$ cat config.mk
export PLATFORM = sky130hd
export DESIGN_NAME = ip_in_ip_encapsulator
export DESIGN_NICKNAME = d
export VERILOG_FILES = /design/src/hw/rtl/ipe_pkg.sv /design/src/hw/rtl/ipe_binding.sv /design/src/hw/rtl/ipe_emitter.sv /design/src/hw/rtl/ip_in_ip_encapsulator.sv
export SDC_FILE = /design/constraint.sdc
export NUM_CORES = 1
export LEC_CHECK = 0
export BUFFER_PORTS_ARGS = -buffer_cell sky130_fd_sc_hd__clkbuf_2
export CAP_MARGIN = 30
export CORE_MARGIN = 8
export CORE_UTILIZATION = 45
export DETAILED_ROUTE_END_ITERATION = 6
export PLACE_DENSITY = 0.62
export SYNTH_ARGS = -nofsm -noshare
export SYNTH_HDL_FRONTEND = slang
export SYNTH_SLANG_ARGS = --single-unit
$ cat constraint.sdc
create_clock -name i_clk -period 13.3 [get_ports i_clk]
set_clock_uncertainty 0.1 [all_clocks]
set_input_delay 0.665 -clock i_clk [delete_from_list [all_inputs] [get_ports i_clk]]
set_output_delay 0.665 -clock i_clk [all_outputs]
set_load 0.005 [all_outputs]
$ cat src/hw/rtl/ipe_pkg.sv
// ----------------------------------------------------------------------------
// ipe_pkg
// shared types and constants of the ip-in-ip encapsulator
// ----------------------------------------------------------------------------
`default_nettype none

package ipe_pkg;

    localparam logic CMD_PKT  = 1'b0;
    localparam logic CMD_BIND = 1'b1;

    localparam logic [7:0]  VER_IHL     = 8'h45;
    localparam logic [7:0]  OUTER_TTL   = 8'd200;
    localparam logic [7:0]  OUTER_PROTO = 8'd4;
    localparam logic [15:0] HDR_BYTES   = 16'd20;
    localparam logic [2:0]  WORD_BYTES  = 3'd4;

    localparam logic [2:0]  HDR_LAST_POS = 3'd4;
    localparam logic [2:0]  POS_PASS     = 3'd5;

    localparam logic [3:0]  IDX_HDR0  = 4'd0;
    localparam logic [3:0]  IDX_HDR1  = 4'd1;
    localparam logic [3:0]  IDX_HDR2  = 4'd2;
    localparam logic [3:0]  IDX_HDR3  = 4'd3;
    localparam logic [3:0]  IDX_HDR4  = 4'd4;
    localparam logic [3:0]  IDX_IN0   = 4'd5;
    localparam logic [3:0]  IDX_IN1   = 4'd6;
    localparam logic [3:0]  IDX_IN2   = 4'd7;
    localparam logic [3:0]  IDX_IN3   = 4'd8;
    localparam logic [3:0]  IDX_LAST  = 4'd9;

    typedef struct packed {
        logic        en;
        logic [2:0]  idx;
        logic [31:0] home;
        logic [31:0] care_of;
        logic        enable;
    } t_bind_wr;

    typedef struct packed {
        logic             valid;
        logic             burst;
        logic [31:0]      word;
        logic             last;
        logic [2:0]       bytes;
        logic             runt;
        logic [4:0][31:0] inner;
        logic [7:0]       tos;
        logic [15:0]      len;
        logic [31:0]      dst;
    } t_emit;

endpackage

`default_nettype wire

$ cat src/hw/rtl/ipe_binding.sv
// ----------------------------------------------------------------------------
// ipe_binding
// binding table of home to care-of addresses with priority lookup
// ----------------------------------------------------------------------------
`default_nettype none

module ipe_binding #(
    parameter int unsigned BINDING_ENTRIES = 8
) (
    input  wire logic            i_clk,
    input  wire logic            i_rst_n,
    input  wire ipe_pkg::t_bind_wr i_wr,
    input  wire logic [31:0]     i_dst,
    output logic [31:0]          o_next_hop
);

    logic [31:0] r_home    [BINDING_ENTRIES];
    logic [31:0] r_care_of [BINDING_ENTRIES];
    logic [BINDING_ENTRIES-1:0] r_valid;

    always_ff @(posedge i_clk) begin
        if (!i_rst_n) begin
            r_valid <= '0;
        end else if (i_wr.en) begin
            for (int i = 0; i < BINDING_ENTRIES; i++) begin
                if (int'(i_wr.idx) == i) begin
                    r_valid[i] <= i_wr.enable;
                end
            end
        end
    end

    always_ff @(posedge i_clk) begin
        if (i_wr.en) begin
            for (int i = 0; i < BINDING_ENTRIES; i++) begin
                if (int'(i_wr.idx) == i) begin
                    r_home[i]    <= i_wr.home;
                    r_care_of[i] <= i_wr.care_of;
                end
            end
        end
    end

    // lowest matching entry wins
    always_comb begin
        o_next_hop = i_dst;
        for (int i = BINDING_ENTRIES - 1; i >= 0; i--) begin
            if (r_valid[i] && r_home[i] == i_dst) begin
                o_next_hop = r_care_of[i];
            end
        end
    end

endmodule

`default_nettype wire

$ cat src/hw/rtl/ipe_emitter.sv
// ----------------------------------------------------------------------------
// ipe_emitter
// output register bank, outer header build and checksum, beat sequencing
// ----------------------------------------------------------------------------
`default_nettype none

module ipe_emitter (
    input  wire logic          i_clk,
    input  wire logic          i_rst_n,
    input  wire ipe_pkg::t_emit i_load,
    input  wire logic [31:0]   i_src,
    output logic               o_free,
    output logic               o_valid,
    input  wire logic          i_ready,
    output logic [31:0]        o_word,
    output logic               o_last,
    output logic [2:0]         o_bytes,
    output logic               o_first,
    output logic [31:0]        o_next_hop,
    output logic               o_runt
);

    ipe_pkg::t_emit r_e;
    logic           r_busy;
    logic [3:0]     r_idx;
    logic           take;
    logic           last_beat;
    logic [18:0]    sum;
    logic [16:0]    fold1;
    logic [15:0]    fold2;
    logic [15:0]    csum;

    assign take      = r_busy && i_ready;
    assign last_beat = !r_e.burst || r_idx == ipe_pkg::IDX_LAST;
    assign o_free    = !r_busy || (take && last_beat);
    assign o_valid   = r_busy;

    always_ff @(posedge i_clk) begin
        if (!i_rst_n) begin
            r_busy <= 1'b0;
            r_idx  <= ipe_pkg::IDX_HDR0;
        end else if (i_load.valid) begin
            r_busy <= 1'b1;
            r_idx  <= ipe_pkg::IDX_HDR0;
        end else if (take) begin
            if (last_beat) begin
                r_busy <= 1'b0;
            end else begin
                r_idx <= r_idx + 4'd1;
            end
        end
    end

    always_ff @(posedge i_clk) begin
        if (i_load.valid) begin
            r_e <= i_load;
        end
    end

    // one's complement sum over the outer header, identification word is zero
    always_comb begin
        sum = 19'({ipe_pkg::VER_IHL, r_e.tos}) + 19'(r_e.len)
            + 19'({ipe_pkg::OUTER_TTL, ipe_pkg::OUTER_PROTO})
            + 19'(i_src[31:16]) + 19'(i_src[15:0])
            + 19'(r_e.dst[31:16]) + 19'(r_e.dst[15:0]);
        fold1 = 17'(sum[15:0]) + 17'(sum[18:16]);
        fold2 = fold1[15:0] + 16'(fold1[16]);
        csum  = ~fold2;
    end

    always_comb begin
        o_word     = r_e.word;
        o_last     = r_e.last;
        o_bytes    = r_e.bytes;
        o_first    = 1'b0;
        o_next_hop = '0;
        o_runt     = r_e.runt;
        if (r_e.burst) begin
            o_last  = 1'b0;
            o_bytes = ipe_pkg::WORD_BYTES;
            o_runt  = 1'b0;
            case (r_idx)
                ipe_pkg::IDX_HDR0: begin
                    o_word     = {ipe_pkg::VER_IHL, r_e.tos, r_e.len};
                    o_first    = 1'b1;
                    o_next_hop = r_e.dst;
                end
                ipe_pkg::IDX_HDR1: o_word = '0;
                ipe_pkg::IDX_HDR2: o_word = {ipe_pkg::OUTER_TTL, ipe_pkg::OUTER_PROTO, csum};
                ipe_pkg::IDX_HDR3: o_word = i_src;
                ipe_pkg::IDX_HDR4: o_word = r_e.dst;
                ipe_pkg::IDX_IN0:  o_word = r_e.inner[0];
                ipe_pkg::IDX_IN1:  o_word = r_e.inner[1];
                ipe_pkg::IDX_IN2:  o_word = r_e.inner[2];
                ipe_pkg::IDX_IN3:  o_word = r_e.inner[3];
                ipe_pkg::IDX_LAST: begin
                    o_word = r_e.inner[4];
                    o_last = r_e.last;
                end
                default: o_word = '0;
            endcase
        end
    end

    a_load_when_free: assert property (@(posedge i_clk) disable iff (!i_rst_n)
        i_load.valid |-> o_free)
        else $error("emitter loaded while a transaction is still pending");

    a_load_starts: assert property (@(posedge i_clk) disable iff (!i_rst_n)
        i_load.valid |=> r_busy && r_idx == ipe_pkg::IDX_HDR0)
        else $error("load did not start at the first beat");

    a_idx_range: assert property (@(posedge i_clk) disable iff (!i_rst_n)
        r_busy |-> r_idx <= ipe_pkg::IDX_LAST)
        else $error("beat index out of range");

    a_single_idx: assert property (@(posedge i_clk) disable iff (!i_rst_n)
        r_busy && !r_e.burst |-> r_idx == ipe_pkg::IDX_HDR0)
        else $error("single transaction advanced its beat index");

endmodule

`default_nettype wire

$ cat src/hw/rtl/ip_in_ip_encapsulator.sv
// ----------------------------------------------------------------------------
// ip_in_ip_encapsulator
// wraps ipv4 packets in an outer ip-in-ip header with binding-table lookup
// ----------------------------------------------------------------------------
// Packet words and binding writes enter on the slave stream (tuser = 1 marks a
// binding write) into an input register; the first four words of each packet
// are held back, and on the fifth the block queues a ten-beat burst of outer
// header plus buffered inner header, looking up the outer destination in the
// binding table in that same cycle. Every later word passes through with one
// output beat. Throughput is one transaction per cycle while output is ready,
// set by the single output beat register: pass-through words and binding writes
// sustain one per cycle; after a packet's fifth word, the next word needing an
// output beat waits while the burst drains. A packet ending before 20 bytes
// yields one beat flagged runt. Words pass the input and emitter registers.
`default_nettype none

module ip_in_ip_encapsulator #(
    parameter int unsigned BINDING_ENTRIES = 8
) (
    input  wire logic          i_clk,
    input  wire logic          i_rst_n,
    input  wire logic          i_cfg_valid,
    output logic               o_cfg_ready,
    input  wire logic [31:0]   i_cfg_data,
    input  wire logic          s_axis_tvalid,
    output logic               s_axis_tready,
    // packet_word, valid_bytes, entry_index, home_address, care_of_address,
    // entry_enable, zero pad
    input  wire logic [103:0]  s_axis_tdata,
    input  wire logic          s_axis_tlast,
    // cmd
    input  wire logic [0:0]    s_axis_tuser,
    output logic               m_axis_tvalid,
    input  wire logic          m_axis_tready,
    // out_word, out_bytes, next_hop, zero pad
    output logic [71:0]        m_axis_tdata,
    output logic               m_axis_tlast,
    // out_first, runt_dropped
    output logic [1:0]         m_axis_tuser
);

    logic [31:0]  r_src;
    logic         r_in_valid;
    logic         r_cmd;
    logic [31:0]  r_word;
    logic         r_last;
    logic [2:0]   r_vb;
    logic [2:0]   r_eidx;
    logic [31:0]  r_home;
    logic [31:0]  r_coa;
    logic         r_een;
    logic [2:0]   r_pos;
    logic [31:0]  r_hbuf [4];

    logic         em_free;
    logic         needs_out;
    logic         adv;
    logic         is_pkt;
    logic         runt;
    logic [2:0]   vbn;
    logic [31:0]  lookup_hop;
    logic [2:0]   n_pos;

    ipe_pkg::t_bind_wr bind_wr;
    ipe_pkg::t_emit    em_load;

    logic [31:0]  o_word;
    logic [2:0]   o_bytes;
    logic [31:0]  o_hop;
    logic         o_first;
    logic         o_runt;

    assign o_cfg_ready = 1'b1;

    always_ff @(posedge i_clk) begin
        if (!i_rst_n) begin
            r_src <= '0;
        end else if (i_cfg_valid) begin
            r_src <= i_cfg_data;
        end
    end

    assign is_pkt    = r_cmd == ipe_pkg::CMD_PKT;
    assign vbn       = (r_vb == 3'd0 || r_vb > ipe_pkg::WORD_BYTES) ? ipe_pkg::WORD_BYTES : r_vb;
    assign runt      = r_last && r_pos < ipe_pkg::POS_PASS
                       && (r_pos < ipe_pkg::HDR_LAST_POS || vbn < ipe_pkg::WORD_BYTES);
    assign needs_out = is_pkt && (r_pos >= ipe_pkg::HDR_LAST_POS || runt);
    assign adv       = r_in_valid && (!needs_out || em_free);
    assign s_axis_tready = !r_in_valid || adv;

    always_ff @(posedge i_clk) begin
        if (!i_rst_n) begin
            r_in_valid <= 1'b0;
        end else if (s_axis_tready) begin
            r_in_valid <= s_axis_tvalid;
        end
    end

    always_ff @(posedge i_clk) begin
        if (s_axis_tready && s_axis_tvalid) begin
            r_cmd  <= s_axis_tuser[0];
            r_word <= s_axis_tdata[31:0];
            r_vb   <= s_axis_tdata[34:32];
            r_eidx <= s_axis_tdata[37:35];
            r_home <= s_axis_tdata[69:38];
            r_coa  <= s_axis_tdata[101:70];
            r_een  <= s_axis_tdata[102];
            r_last <= s_axis_tlast;
        end
    end

    always_comb begin
        n_pos = r_pos;
        if (runt) begin
            n_pos = '0;
        end else if (r_pos >= ipe_pkg::POS_PASS) begin
            n_pos = r_last ? 3'd0 : r_pos;
        end else if (r_pos == ipe_pkg::HDR_LAST_POS) begin
            n_pos = r_last ? 3'd0 : ipe_pkg::POS_PASS;
        end else begin
            n_pos = r_pos + 3'd1;
        end
    end

    always_ff @(posedge i_clk) begin
        if (!i_rst_n) begin
            r_pos <= '0;
        end else if (adv && is_pkt) begin
            r_pos <= n_pos;
        end
    end

    always_ff @(posedge i_clk) begin
        if (adv && is_pkt && r_pos < ipe_pkg::HDR_LAST_POS) begin
            r_hbuf[r_pos[1:0]] <= r_word;
        end
    end

    always_comb begin
        bind_wr.en      = adv && !is_pkt;
        bind_wr.idx     = r_eidx;
        bind_wr.home    = r_home;
        bind_wr.care_of = r_coa;
        bind_wr.enable  = r_een;
    end

    ipe_binding #(
        .BINDING_ENTRIES(BINDING_ENTRIES)
    ) u_binding (
        .i_clk     (i_clk),
        .i_rst_n   (i_rst_n),
        .i_wr      (bind_wr),
        .i_dst     (r_word),
        .o_next_hop(lookup_hop)
    );

    always_comb begin
        em_load.valid    = adv && needs_out;
        em_load.burst    = !runt && r_pos == ipe_pkg::HDR_LAST_POS;
        em_load.word     = runt ? 32'd0 : r_word;
        em_load.last     = runt ? 1'b0 : r_last;
        em_load.bytes    = runt ? 3'd0 : (r_last ? vbn : ipe_pkg::WORD_BYTES);
        em_load.runt     = runt;
        em_load.inner    = {r_word, r_hbuf[3], r_hbuf[2], r_hbuf[1], r_hbuf[0]};
        em_load.tos      = r_hbuf[0][23:16];
        em_load.len      = ipe_pkg::HDR_BYTES + r_hbuf[0][15:0];
        em_load.dst      = lookup_hop;
    end

    ipe_emitter u_emitter (
        .i_clk     (i_clk),
        .i_rst_n   (i_rst_n),
        .i_load    (em_load),
        .i_src     (r_src),
        .o_free    (em_free),
        .o_valid   (m_axis_tvalid),
        .i_ready   (m_axis_tready),
        .o_word    (o_word),
        .o_last    (m_axis_tlast),
        .o_bytes   (o_bytes),
        .o_first   (o_first),
        .o_next_hop(o_hop),
        .o_runt    (o_runt)
    );

    assign m_axis_tdata = {5'd0, o_hop, o_bytes, o_word};
    assign m_axis_tuser = {o_runt, o_first};

endmodule

`default_nettype wire

# == Word-level counts from Yosys, hierarchy flattened ==
# Memory sizes are Yosys's and may differ from the RTL's. A register that Yosys moved wholly into a read port is not among the register bits.
# Index checks and enable logic that the tools add are counted.
# classes
add_sub_neg,11
order_cmp,6
eq_ne,25
mux,96
bitwise,5
reduce_logical,64
# ops
op,count
$mux W32,25
$reduce_or A32 Y1,14
$pmux W32 S9,1
$eq A32 B32 Y1,8
$add A19 B16 Y19,4
$mux W3,22
$mux W1,48
$reduce_and A2 Y1,11
$logic_and A1 B1 Y1,20
$add A19 B16 Y19 const B,1
$add A15 B16 Y17,1
$add A16 B3 Y17,1
$add A16 B1 Y16,1
$add A5 B16 Y16 const A,1
$eq A4 B3 Y1 const B,4
$not A16 Y16,1
$eq A3 B3 Y1 const B,5
$lt A3 B3 Y1 const B,3
$eq A4 B2 Y1 const B,2
$eq A4 B4 Y1 const B,2
$logic_or A1 B1 Y1,7
$eq A3 B2 Y1 const B,2
$ge A3 B3 Y1 const B,2
$logic_not A3 Y1,2
10 further kinds,19
# totals
reg_bits,312
ramBits,640
inputBits,143
word_cells,242
mem_count,3
# memory_table
memory,words,width,rd,rd_ports_with_merged_regs,wr,line,text
u_binding.r_care_of,8,32,8,0,1,ipe_binding.sv:18,logic [31:0] r_care_of [BINDING_ENTRIES];
u_binding.r_home,8,32,8,0,1,ipe_binding.sv:17,logic [31:0] r_home [BINDING_ENTRIES];
r_hbuf,4,32,4,3,1,ip_in_ip_encapsulator.sv:53,logic [31:0] r_hbuf [4];

# == Logic depth before layout (Yosys ltp) ==
# depth
depth_word,22
ltp_mapped,45
ltp_nobuf,45

# == Modules after synthesis ==
# Synthesis repeated with hierarchy kept, for this count alone.
# unflattened
hier_cells,2927
hier_area_um2,44351.3
# modules_own_cells
mod,n_inst,cells_per_inst,area_each_um2,seq_area_each_um2
ipe_binding,1,1391,21792.2,15534.9
ipe_emitter,1,1066,13457.9,7727.4
ip_in_ip_encapsulator,1,470,9101.2,7717.4

# == Worst setup path before layout ==
# No wires, ideal clock.
# synth_path
path_type,register to register
startpoint,reg u_emitter.r_idx[1]
endpoint,reg u_emitter.r_e[0] (netlist name) (enable)
setup_ps,854
arrival_time_ps,11369
path_slack_ps,977
stages_incl_launch_ff,9
n_path_buf,1
cell_sequence,dfxtp_1 inv_1 ha_1 and3b_1 clkbuf_1 nand2b_1 nand2_1 and2_1 nor2_1
# synth_rtl
item,line,text
"start, declared",ipe_emitter.sv:25,logic [3:0] r_idx;
"start signal, assigned",ipe_emitter.sv:41,r_idx <= ipe_pkg::IDX_HDR0;
"start signal, assigned",ipe_emitter.sv:44,r_idx <= ipe_pkg::IDX_HDR0;
"start signal, assigned",ipe_emitter.sv:49,r_idx <= r_idx + 4'd1;
"end signal, assigned",ipe_emitter.sv:56,r_e <= i_load;
"end, declared",ipe_emitter.sv:23,ipe_pkg::t_emit r_e;

# == Final worst setup path ==
# layout_path
startpoint,"reg, netlist name u_emitter.r_e[48]"
endpoint,out m_axis_tdata[14]
# layout_via
elab_chain_len,11
# layout_lines
item,line,text
$add A15 B16 Y17,ipe_emitter.sv:62,"sum = 19'({ipe_pkg::VER_IHL, r_e.tos}) + 19'(r_e.len)"
$add A19 B16 Y19,ipe_emitter.sv:63,"+ 19'({ipe_pkg::OUTER_TTL, ipe_pkg::OUTER_PROTO})"
$add A19 B16 Y19 (2 in a row),ipe_emitter.sv:64,+ 19'(i_src[31:16]) + 19'(i_src[15:0])
$add A19 B16 Y19 (2 in a row),ipe_emitter.sv:65,+ 19'(r_e.dst[31:16]) + 19'(r_e.dst[15:0]);
$add A16 B3 Y17,ipe_emitter.sv:66,fold1 = 17'(sum[15:0]) + 17'(sum[18:16]);
$add A16 B1 Y16,ipe_emitter.sv:67,fold2 = fold1[15:0] + 16'(fold1[16]);
$not A16 Y16,ipe_emitter.sv:68,csum = ~fold2;
$pmux W32 S9,ipe_emitter.sv:82,case (r_idx)
$mux W32,ipe_emitter.sv:78,if (r_e.burst) begin
"end, declared",ip_in_ip_encapsulator.sv:36,"output logic [71:0] m_axis_tdata,"
# Every way passes these cells.

==> summary.md <==
| Metric | Value |
|---|---|
| Placer Congestion | `0.8743` |
| Post-Synthesis Cells | `roughly 2800` |
| Starting Density | `45.27%` |
| Layout cells sized above 1 | `between 10% and 20%` |
| Period utilization | `approximately 84%` |
| Minimum clock period | `11.20 ns` |
| Combinational Power Share | `9.7%` |
| Fin. max-slew vios | `0` |
| Die span in y | `around 330 um` |
| Worst setup path category | `flip-flop to output port` |
| Worst vdd ir | `around 96 uV` |
| Max Freq | `between 0.08 and 0.09 GHz` |
| RSZ-0062 raised after global routing | `false` |
| Final hold violation count | `0` |
| Max clock buf depth | `3` |
| Yosys warnings | `0` |
| Run status | `complete, no violations` |
| Congestion Overflow GR | `0` |
| Max stage delay cell, worst path | `fa_1` |
| Path depth of the worst reg2reg path | `12` |
| Dpl ws | `~2.9 ns` |
| Slew margin rel. | `approximately 15%` |
| H-tree levels | `3` |
| Clock transition at path regs | `around 0.06 ns` |
| 1st-iter DRT viols | `2260` |
| WHS Path Cells | `1` |
| Via Count | `24683` |
| Die area | `107100 um2` |
| Worst path most repeated cell | `a21oi_1` |
| Commonest non-fill, non-tap cell in the layout | `edfxtp_1` |
| Register share of total power | `49.9%` |
| # IOs | `between 200 and 250` |
| Post-CTS Setup Bufs | `0` |
| CP endpoint kind | `output port` |
| Yosys reg bits | `1038` |
| Inserted Clock Buffers | `106` |
| Num rows | `114` |
| Post-synth ARST share | `0%` |
| Cell-internal power | `5.670 mW` |
| Leak Pwr | `between 15 and 20 nW` |
| Clock power share | `40.4%` |
| DPL Wire Length | `around 76 mm` |
| Switch share | `23.46%` |
| GRT Util Overall | `between 20% and 30%` |
| Post-layout util | `51.85%` |
| WP data arrival | `10.43 ns` |
| Vias in the first global route | `24900` |
| Critical path's largest stage delay | `0.52 ns` |
| Die width | `327.2 um` |
| Top FF cell, synth | `edfxtp_1` |
| # hold bufs at CTS | `2` |
| Final nets | `3342` |
| Largest net degree at the start of global routing | `193` |
| CORE AREA | `96280 um2` |
| Hold Path Class | `primary input to flip-flop` |
| Power per Cell Area | `around 150 nW/um2` |
| Max-Cap Viols | `0` |
| Clk sinks | `1038` |
| Final setup vio count | `0` |
| First-pass GRT wire length | `170.6 mm` |
| Post-synth EDFFs | `989` |
| Routed WL | `around 120 mm` |
| Worst Tran Pin Value | `1.275 ns` |
| ANT nets after route | `0` |
| Net switching power | `1.738 mW` |
| Vias per cell | `5.538` |
| Filler cells | `7845` |
| Clk root buf | `clkbuf_16` |
| Avg Cell Area, Syn | `15.40 um2` |
| Slack of the critical path | `2.103 ns` |
| Iteration count of the initial detailed-routing pass | `6` |
| WP data required | `12.53 ns` |
| I/O Buffers | `213` |
| Crit start category | `flip-flop` |
| Register area share after synthesis | `~70%` |
| Worst Path Max Fanout | `5` |
| Post-route DRC | `0` |
| Synth cell types | `65` |
| Setup TNS | `0 ns` |
| DR WL/cell | `26.61 um` |
| Most frequent cells in the layout | `989 x edfxtp_1, 269 x xnor2_1, 213 x clkbuf_2` |
| CTS tree | `yes` |
| Mapped Area | `between 40000 and 50000 um2` |
| P&R area growth vs syn | `14.53%` |
| Clk_lat worst skew | `approximately 0.7 ns` |
| Post-cts resize count | `0` |
| Antenna violations before repair | `10` |
[routing by layer]
| metal | vias to the layer above | global-route usage (%) | routed length (um) |
|---|---|---|---|
| met4 | 2 | 7.379 | 3969 |
| met3 | 200 | 3.237 | 7673 |
| li1 | 10961 | - | - |
| met5 | - | 0 | 10 |
| met2 | 919 | 36.83 | 58480 |
| met1 | 12601 | 28.43 | 48470 |
[power groups by stage]
stage | clock network, mW | logic, mW | registers, mW
finish | 2.99 | 0.720 | 3.69
global route | 3.16 | 0.792 | 3.70
CTS | 3.04 | 0.720 | 3.70
detailed placement | 0 | 0.716 | 3.76
global placement | 0 | 0.697 | 3.76
floorplan | 0 | 0.520 | 3.74
[cells by family after synthesis]
group	Yosys count	share of synthesized area [%]
other cells	2	0.01723
simple gates	558	6.824
xor+xnor	323	6.508
compound gates	381	6.143
flops	1038	70.39
fa+ha+maj	107	3.933
buf+inv	292	2.851
mux	130	3.336
[synth_stat cells, types with 4 or more instances]
cell type	number	area, um2
a211oi_1	5	37.54
a211oi_2	30	375.4
a21boi_0	10	75.07
a21o_1	6	45.04
a21oi_1	82	410.4
a221oi_1	28	245.2
a222oi_1	17	170.2
a22o_1	23	201.4
a22oi_1	38	285.3
a31oi_1	15	93.84
a41oi_1	8	70.07
and2_1	77	481.7
and3_1	13	81.33
buf_1	9	33.78
buf_2	33	165.2
buf_4	16	120.1
buf_6	6	67.56
clkbuf_1	79	296.5
dfxtp_1	49	980.9
edfxtp_1	989	29700
fa_1	50	1001
ha_1	57	713.2
inv_1	148	555.5
mux2_4	30	450.4
mux2i_1	98	980.9
nand2_1	73	274.0
nand2b_1	6	37.54
nand3_1	35	175.2
nand4_1	60	375.4
nor2_1	128	480.5
nor2b_1	47	294.0
nor3_1	38	190.2
nor3b_1	4	30.03
nor4_1	18	112.6
o21ai_0	89	445.4
o21ai_1	7	35.03
o21bai_1	6	45.04
or2_2	37	231.5
or4_1	7	52.55
xnor2_1	269	2356
xor2_1	53	464.2
[registers in the layout, summed over array words and instances (netlist names), 3 cells and up]
name	count
r_coa	32
r_eidx	3
r_hbuf	128
r_home	32
r_pos	3
r_src	32
r_vb	3
r_word	32
u_binding.r_care_of	256
u_binding.r_home	256
u_binding.r_valid	8
u_emitter.r_e	244
u_emitter.r_idx	4
[through the flow]
step                      total power [mW]  cell area (um2)  hold WS, ns  instances
final                                7.408            49920      0.04874       4457
after global routing                 7.655            49910      0.01565       4455
after global placement               4.459            46190       0.3001       4250
after floorplan                      4.259            43600       0.3003       2835
after CTS                            7.456            49840     0.001401       4452
after detailed placement             4.481            46310       0.3045       4255
[critical path, delay by kind of cell (launching register included)]
family,cells,cell delay (ns)
adder cells (fa/ha/maj),9,3.14
AO/OA/AOI/OAI,15,2.83
AND/OR/NAND/NOR,17,2.67
flip-flops,1,0.42
XOR/XNOR,2,0.39
buffers and inverters,3,0.27
[cell type report]
type                       count  area [um2]  share of cell area [%]
multi-input combinational   1505       11760                   23.55
clock inverter                67       752.0                   1.506
inverter                     149       559.3                   1.120
timing repair buffer         292        1813                   3.632
tap                         1276        1597                   3.198
sequential                  1038       30680                   61.46
antenna                        2       5.005                 0.01003
clock buffer                 128        2756                   5.522
[path summary, 6_finish.rpt]
path              slack [ns]               from                 end
setup / recovery        2.10  u_emitter.r_e[48]    m_axis_tdata[14]
hold / removal          0.05   s_axis_tdata[70]            r_coa[0]
setup reg to reg        8.08          r_word[2]    u_emitter.r_e[3]
hold reg to reg         0.32      r_hbuf[1][29]  u_emitter.r_e[117]
Power figures use the tool's default switching activity.
